$ cat src/design/deq_pkg.sv
package deq_pkg;

	localparam logic [2:0] REQ_PUSH_FRONT = 3'd0;
	localparam logic [2:0] REQ_POP_FRONT  = 3'd1;
	localparam logic [2:0] REQ_LIST       = 3'd2;
	localparam logic [2:0] REQ_PUSH_BACK  = 3'd3;
	localparam logic [2:0] REQ_POP_BACK   = 3'd4;

	localparam logic [1:0] STAT_OK    = 2'd0;
	localparam logic [1:0] STAT_EMPTY = 2'd1;
	localparam logic [1:0] STAT_FULL  = 2'd2;

	typedef enum logic {
		ST_IDLE,
		ST_LIST
	} state_t;

endpackage

$ cat src/design/deq_ram.sv
module deq_ram #(
	parameter int DEPTH = 64,
	parameter int AW    = 6
) (
	input  logic          clk,
	input  logic          we,
	input  logic [AW-1:0] waddr,
	input  logic [31:0]   wdata,
	input  logic          re,
	input  logic [AW-1:0] raddr,
	output logic [31:0]   rdata
);

	logic [31:0] mem [DEPTH];

	always_ff @(posedge clk) begin
		if (we) begin
			mem[waddr] <= wdata;
		end
	end

	always_ff @(posedge clk) begin
		if (re) begin
			rdata <= mem[raddr];
		end
	end

endmodule

$ cat src/design/deq_ctrl.sv
module deq_ctrl
	import deq_pkg::*;
#(
	parameter int DEPTH = 64,
	parameter int AW    = 6,
	parameter int CW    = 7
) (
	input  logic          clk,
	input  logic          arst_n,
	input  logic          s_tvalid,
	output logic          s_tready,
	input  logic [31:0]   s_tdata,
	input  logic [2:0]    s_tuser,
	output logic          m_tvalid,
	input  logic          m_tready,
	output logic [31:0]   m_tdata,
	output logic [1:0]    m_tuser,
	output logic          m_tlast,
	output logic          we,
	output logic [AW-1:0] waddr,
	output logic [31:0]   wdata,
	output logic          re,
	output logic [AW-1:0] raddr,
	input  logic [31:0]   rdata
);

	localparam int SW = CW + 1;

	state_t        state_q, state_d;
	logic [AW-1:0] front_q, front_d;
	logic [CW-1:0] occ_q, occ_d;
	logic [AW-1:0] ptr_q, ptr_d;
	logic [CW-1:0] rem_q, rem_d;

	logic          valid_s1, use_mem_s1, last_s1;
	logic [1:0]    status_s1;
	logic          load_s1, use_mem_d, last_d;
	logic [1:0]    status_d;

	logic          out_valid_q, last_q;
	logic [1:0]    status_q;
	logic [31:0]   data_q;

	logic          out_free, adv, acc, full, empty;
	logic [AW-1:0] front_inc, front_dec, back_pos, tail_pos;
	logic [SW-1:0] sum_back, sum_tail;

	function automatic logic [AW-1:0] wrap_inc(input logic [AW-1:0] idx);
		wrap_inc = (idx == AW'(DEPTH - 1)) ? '0 : idx + AW'(1);
	endfunction

	function automatic logic [AW-1:0] wrap_sum(input logic [SW-1:0] s);
		wrap_sum = (s >= SW'(DEPTH)) ? AW'(s - SW'(DEPTH)) : AW'(s);
	endfunction

	assign out_free  = !out_valid_q || m_tready;
	assign adv       = !valid_s1 || out_free;
	assign s_tready  = (state_q == ST_IDLE) && adv;
	assign acc       = s_tvalid && s_tready;
	assign full      = (occ_q == CW'(DEPTH));
	assign empty     = (occ_q == '0);
	assign front_inc = wrap_inc(front_q);
	assign front_dec = (front_q == '0) ? AW'(DEPTH - 1) : front_q - AW'(1);
	assign sum_back  = SW'(front_q) + SW'(occ_q);
	assign sum_tail  = sum_back - SW'(1);
	assign back_pos  = wrap_sum(sum_back);
	assign tail_pos  = wrap_sum(sum_tail);
	assign wdata     = s_tdata;

	always_ff @(posedge clk or negedge arst_n) begin
		if (!arst_n) begin
			state_q     <= ST_IDLE;
			front_q     <= '0;
			occ_q       <= '0;
			ptr_q       <= '0;
			rem_q       <= '0;
			valid_s1    <= 1'b0;
			out_valid_q <= 1'b0;
		end else begin
			state_q <= state_d;
			front_q <= front_d;
			occ_q   <= occ_d;
			ptr_q   <= ptr_d;
			rem_q   <= rem_d;
			if (adv) begin
				valid_s1 <= load_s1;
			end
			if (out_free) begin
				out_valid_q <= valid_s1;
			end
		end
	end

	always_ff @(posedge clk) begin
		if (load_s1) begin
			use_mem_s1 <= use_mem_d;
			status_s1  <= status_d;
			last_s1    <= last_d;
		end
		if (out_free && valid_s1) begin
			data_q   <= use_mem_s1 ? rdata : '0;
			status_q <= status_s1;
			last_q   <= last_s1;
		end
	end

	always_comb begin
		state_d   = state_q;
		front_d   = front_q;
		occ_d     = occ_q;
		ptr_d     = ptr_q;
		rem_d     = rem_q;
		we        = 1'b0;
		waddr     = back_pos;
		re        = 1'b0;
		raddr     = front_q;
		load_s1   = 1'b0;
		use_mem_d = 1'b0;
		status_d  = STAT_OK;
		last_d    = 1'b1;
		case (state_q)
			ST_IDLE: begin
				if (acc) begin
					case (s_tuser)
						REQ_PUSH_FRONT: begin
							load_s1 = 1'b1;
							if (full) begin
								status_d = STAT_FULL;
							end else begin
								we      = 1'b1;
								waddr   = front_dec;
								front_d = front_dec;
								occ_d   = occ_q + CW'(1);
							end
						end
						REQ_PUSH_BACK: begin
							load_s1 = 1'b1;
							if (full) begin
								status_d = STAT_FULL;
							end else begin
								we    = 1'b1;
								occ_d = occ_q + CW'(1);
							end
						end
						REQ_POP_FRONT: begin
							load_s1 = 1'b1;
							if (empty) begin
								status_d = STAT_EMPTY;
							end else begin
								re        = 1'b1;
								use_mem_d = 1'b1;
								front_d   = front_inc;
								occ_d     = occ_q - CW'(1);
							end
						end
						REQ_POP_BACK: begin
							load_s1 = 1'b1;
							if (empty) begin
								status_d = STAT_EMPTY;
							end else begin
								re        = 1'b1;
								raddr     = tail_pos;
								use_mem_d = 1'b1;
								occ_d     = occ_q - CW'(1);
							end
						end
						REQ_LIST: begin
							load_s1 = 1'b1;
							if (empty) begin
								status_d = STAT_EMPTY;
							end else begin
								re        = 1'b1;
								use_mem_d = 1'b1;
								last_d    = (occ_q == CW'(1));
								if (occ_q != CW'(1)) begin
									state_d = ST_LIST;
									ptr_d   = front_inc;
									rem_d   = occ_q - CW'(1);
								end
							end
						end
						default: begin
						end
					endcase
				end
			end
			ST_LIST: begin
				if (adv) begin
					re        = 1'b1;
					raddr     = ptr_q;
					load_s1   = 1'b1;
					use_mem_d = 1'b1;
					last_d    = (rem_q == CW'(1));
					ptr_d     = wrap_inc(ptr_q);
					rem_d     = rem_q - CW'(1);
					if (rem_q == CW'(1)) begin
						state_d = ST_IDLE;
					end
				end
			end
			default: begin
				state_d = ST_IDLE;
			end
		endcase
	end

	assign m_tvalid = out_valid_q;
	assign m_tdata  = data_q;
	assign m_tuser  = status_q;
	assign m_tlast  = last_q;

endmodule

$ cat src/design/double_ended_queue.sv
// Bounded double-ended queue of signed 32-bit words held in a ring of DEPTH
// entries in one synchronous memory. A push or a pop gives one word through the
// stage-1 and output registers; back-to-back pushes and pops run at one word
// per cycle while the output is not stalled. A list request of n stored words
// holds off input until all n are read through the single memory read port and
// gives them front to back with tlast on the final one. Empty and full are
// reported in tuser; no clearing pass is needed after reset.
module double_ended_queue
	import deq_pkg::*;
#(
	parameter int DEPTH = 64
) (
	input  logic        clk,
	input  logic        arst_n,
	input  logic        s_tvalid,
	output logic        s_tready,
	input  logic [31:0] s_tdata,  // value[31:0]
	input  logic [2:0]  s_tuser,  // req_type[2:0]
	output logic        m_tvalid,
	input  logic        m_tready,
	output logic [31:0] m_tdata,  // word[31:0]
	output logic [1:0]  m_tuser,  // status[1:0]
	output logic        m_tlast
);

	localparam int AW = (DEPTH > 1) ? $clog2(DEPTH) : 1;
	localparam int CW = $clog2(DEPTH + 1);

	logic          we, re;
	logic [AW-1:0] waddr, raddr;
	logic [31:0]   wdata, rdata;

	deq_ctrl #(
		.DEPTH(DEPTH),
		.AW   (AW),
		.CW   (CW)
	) u_ctrl (
		.clk     (clk),
		.arst_n  (arst_n),
		.s_tvalid(s_tvalid),
		.s_tready(s_tready),
		.s_tdata (s_tdata),
		.s_tuser (s_tuser),
		.m_tvalid(m_tvalid),
		.m_tready(m_tready),
		.m_tdata (m_tdata),
		.m_tuser (m_tuser),
		.m_tlast (m_tlast),
		.we      (we),
		.waddr   (waddr),
		.wdata   (wdata),
		.re      (re),
		.raddr   (raddr),
		.rdata   (rdata)
	);

	deq_ram #(
		.DEPTH(DEPTH),
		.AW   (AW)
	) u_ram (
		.clk  (clk),
		.we   (we),
		.waddr(waddr),
		.wdata(wdata),
		.re   (re),
		.raddr(raddr),
		.rdata(rdata)
	);

endmodule

$ cat config.mk
export PLATFORM = sky130hd
export DESIGN_NAME = double_ended_queue
export DESIGN_NICKNAME = d
export VERILOG_FILES = /design/src/design/deq_pkg.sv /design/src/design/deq_ram.sv /design/src/design/deq_ctrl.sv /design/src/design/double_ended_queue.sv
export SDC_FILE = /design/constraint.sdc
export NUM_CORES = 2
export LEC_CHECK = 0
export BUFFER_PORTS_ARGS = -buffer_cell sky130_fd_sc_hd__buf_2
export CELL_PAD_IN_SITES_DETAIL_PLACEMENT = 2
export CELL_PAD_IN_SITES_GLOBAL_PLACEMENT = 2
export CORE_MARGIN = 2
export CORE_UTILIZATION = 49
export CTS_CLUSTER_DIAMETER = 30
export DETAILED_ROUTE_END_ITERATION = 8
export PLACE_DENSITY_LB_ADDON = 0.1
export SYNTH_ARGS = -nofsm -noshare
export SYNTH_HDL_FRONTEND = slang
export SYNTH_SLANG_ARGS = --single-unit
$ cat constraint.sdc
create_clock -name clk -period 8.1 [get_ports clk]
set_clock_uncertainty 0.05 [all_clocks]
set_input_delay 1.215 -clock clk [delete_from_list [all_inputs] [get_ports clk]]
set_output_delay 1.215 -clock clk [all_outputs]
set_load 0.005 [all_outputs]
==> results.ini, run 1 <==
[status]
status = aborted with a tool error
stop_stage = global routing
firstError = [ERROR DPL-0033] detailed placement checks failed during check placement.

[synthesis]
ys_ff_latch = 2148
synth_top_area_share_pct = 74.3
synth-main-ff-cell = edfxtp_1
synth_area_um2 = 85700
avgSynthCellArea_um2 = 12.9
synth_fp_nets = 6695
synthCells = 6640
yosys_warnings = 0
synth_area_leaders = edfxtp_1 (74%), nand2_1 (9.2%), nand3_1 (5.8%)
synth.distinct_cells = 68
synth_edf_count = 2119
seq_area_frac_synth_pct = 75.1
ys_async_sr_fraction_pct = 1.35
synth_top_cell_by_area = edfxtp_1

[clocking]
post_cts_resize_count = 0
ctsHoldBuffers = 0
h-tree-depth = 5
cts-root-buf = clkbuf_16
cts_setup_buffers = 0
numCtsBuffers = 471
clock_sinks = 2148
cts.path.max_buffers = 4

[floorplanning]
rows = 153
initial_utilization_pct = 49.3
io_pins = 76
die_x_um = 422
die_h_um = 422

[global_routing]
grt_max_degree = 132
antenna_found_initial = 56

[place]
gp_congestion = 0.854
port_buffers = 75
dp_hpwl_um = 194000

==> logic make-up after synthesis <==
kind of cell	after synthesis	share of synthesized area, %
xor+xnor	27	0.276
flops	2148	75.1
buf+inv	447	2.46
mux	19	0.254
fa+ha+maj	16	0.242
simple gates	3461	17.4
compound gates	522	4.24
==> through the flow <==
step                      worst slack, ns  utilization (%)  cell area, um2  cells  hold WS [ns]
after floorplan                      2.97                -           85700   6640         0.350
after global placement               1.64             51.4           89300   8789         0.358
after detailed placement             1.24             51.4           89300   8790         0.361
after CTS                            1.62             60.7          106000   9654         0.223
==> Yosys cell counts (all sizes together) (3+ instances only) <==
library cell,count
edfxtp,2119
nand2,2091
nand3,990
buf,252
a31oi,235
clkbuf,182
and3,156
nor2,122
a32oi,100
a21oi,57
o21ai,41
and2,34
dfrtp,29
or4,28
xnor2,16
a211oi,15
ha,15
mux2i,15
a32o,14
inv,13
xor2,11
a311oi,9
nand2b,9
nor3,9
o2111ai,7
a221oi,6
a22oi,6
nor3b,6
o211ai,6
nor2b,4
o21a,4
nand4,3
or2,3
==> run 2: changes to the inputs <==
CELL_PAD_IN_SITES_DETAIL_PLACEMENT = unset   (was 2)
CELL_PAD_IN_SITES_GLOBAL_PLACEMENT = unset   (was 2)
CORE_UTILIZATION = 35   (was 49)
CTS_CLUSTER_DIAMETER = unset   (was 30)
PLACE_DENSITY_LB_ADDON = 0.15   (was 0.1)
==> results.ini, run 2 <==
[synthesis]
yosys_warnings = 0
synth_common_cells = edfxtp_1 (2,119), nand2_1 (2,091), nand3_1 (990)
synth_top_cell_by_area = edfxtp_1
ys_async_sr_fraction_pct = 1.35
synth_fp_nets = 6695
synth.distinct_cells = 68
avgSynthCellArea_um2 = 12.9
synth_top_area_share_pct = 74.3
synth_area_leaders = edfxtp_1 (74%), nand2_1 (9.2%), nand3_1 (5.8%)
ys_ff_latch = 2148
seq_area_frac_synth_pct = 75.1
synth_area_um2 = 85700
synthCells = 6640
synth_most_common_cell = edfxtp_1
synth_edf_count = 2119
synth-main-ff-cell = edfxtp_1

[global_routing]
grt_pass1_wl_um = 401000
grt_pass1_vias = 51903
overflow = 0
antenna_found_initial = 15
grtUsageTotal_pct = 22.3
grt_max_degree = 135

[power_and_ir_drop]
p_leak_uw = 0.0329
p_total_uw = 40300
ir_drop_mv = 0.384
power_density_nw_per_um2 = 414

[routing]
ant_nets = 0
drc = 0
wl_per_cell_um = 27.8
vias = 54603
drt_wl_total_um = 282000
avgViaCountPerCell = 5.40
drt_iter0_markers = 5807
firstDrtPassIters = 8

[status]
status = finished clean

[cells_and_area]
syn2layout_area_growth_pct = 13.7
top_register = u_ram.mem
final_common_cell = edfxtp_1
final_nets = 6740
layout_common_cells = edfxtp_1 (2,119), nand2_1 (2,089), nand3_1 (990)
final_cells = 10115
largest_register_ffs = 2048
drive_gt1_share_pct = 9.03

[timing]
min_period_ns = 5.76
worst_pin_slew_ns = 1.41
grt_setup_unrepaired = no
hold_viol_final = 0
fin_crit_sh_pct = 71.1
slew_headroom_pct = 5.92
finalSetupViolCount = 0
tns_ns = 0
fmax_mhz = 174
maxSlewViolCount = 0

[run]
drv_cap = 0

[critical_path]
worstSetupPathType = in2reg
startpoint = m_tready
cp-end-kind = flop
worstPathMaxFanout = 56
rr_worst_depth = 10
rr_startpoint = u_ctrl.state_q
cp.arrival_ns = 6.32
required_ns = 8.66
worstSetupStartpointType = input port

[clocking]
cts_setup_buffers = 0
clkSlewWorstSetupHoldPaths_ns = 0.06
clock_sinks = 2148
h-tree-depth = 4
cts_tree = done
clk_latency_ns = 0.88
ctsHoldBuffers = 0
cts.path.max_buffers = 3
post_cts_resize_count = 0
cts-root-buf = clkbuf_16
numCtsBuffers = 226

[floorplanning]
die_h_um = 499
core_area_um2 = 243000
io_pins = 76
die_x_um = 499
initial_utilization_pct = 35.2
rows = 181
die_area_um2 = 249000

[worst_hold_path]
hold_path_class = in2async

[place]
dp_cells = 9658
gp_congestion = 0.821
port_buffers = 75
dp_hpwl_um = 159000

[run 2: cell counts after synthesis]
Identical to the previous run, type by type.
[run 2: logic make-up (layout without fill, tap and decap cells)]
| family | count (synthesis) | in the layout | share of synthesized area (%) |
|---|---|---|---|
| AND/OR/NAND/NOR | 3461 | 3461 | 17.4 |
| flip-flops | 2148 | 2148 | 75.1 |
| AO/OA/AOI/OAI | 522 | 522 | 4.24 |
| buffers and inverters | 447 | 676 | 2.46 |
| XOR/XNOR | 27 | 27 | 0.276 |
| multiplexers | 19 | 19 | 0.254 |
| adder cells (fa/ha/maj) | 16 | 16 | 0.242 |
| other | 0 | 44 | 0 |
[run 2: critical path, cell delays in order]
cell	delay, ns
buf_2	0.10
nand3b_1	0.55
nand3_1	0.51
or2_1	0.61
a311o_2	0.92
buf_12	0.35
buf_4	0.48
nand3_1	0.13
a32oi_1	0.23
a31oi_1	0.40
or4_1	0.63
[run 2: cell type report]
class                           instances  area [um2]
Antenna cell                           44         110
Clock buffer                          286        5920
Clock inverter                        126         937
Fill cell                           22935      146000
Inverter                               13        48.8
Multi-Input combinational cell       4045       19800
Sequential cell                      2148       64400
Tap cell                             3202        4010
Timing Repair Buffer                  251        2270
[run 2: routing by layer]
metal / track usage (%) / vias to the layer above / routed length [um]
li1: - / 24442 / -
met1: 31.3 / 27927 / 124000
met2: 35.7 / 1912 / 133000
met3: 3.33 / 322 / 17400
met4: 6.54 / 0 / 7250
met5: 0 / - / 0
[run 2: stage by stage]
step / worst slack [ns] / cell area, um2 / hold slack [ns] / utilization [%]
floorplan: 2.97 / 85700 / 0.350 / -
global placement: 1.55 / 90400 / 0.360 / 37.2
detailed placement: 1.43 / 90400 / 0.360 / 37.2
CTS: 2.41 / 97300 / 0.302 / 40.0
global route: 2.02 / 97400 / 0.364 / 40.0
finish: 2.34 / 97400 / 0.344 / 40.1
[run 2: where the power goes]
part	internal [uW]	switching (uW)	leakage (uW)	total [uW]
clock	5430	4380	0.00334	9800
sequential	12700	355	0.0194	13100
combinational	4680	12700	0.0101	17400
total	22800	17500	0.0329	40300
[run 2: worst paths after layout]
path	end	slack, ns
setup / recovery	u_ram.rdata[17]	2.34
hold / removal	u_ctrl.m_tvalid	0.34
max in group asynchronous	u_ctrl.ptr_q[1]	7.18
min in group clk	u_ctrl.m_tlast	0.38
hold reg to reg	u_ctrl.m_tlast	0.38
setup reg to reg	u_ram.mem[53][31]	2.35
(Power assumes the default switching activity.)
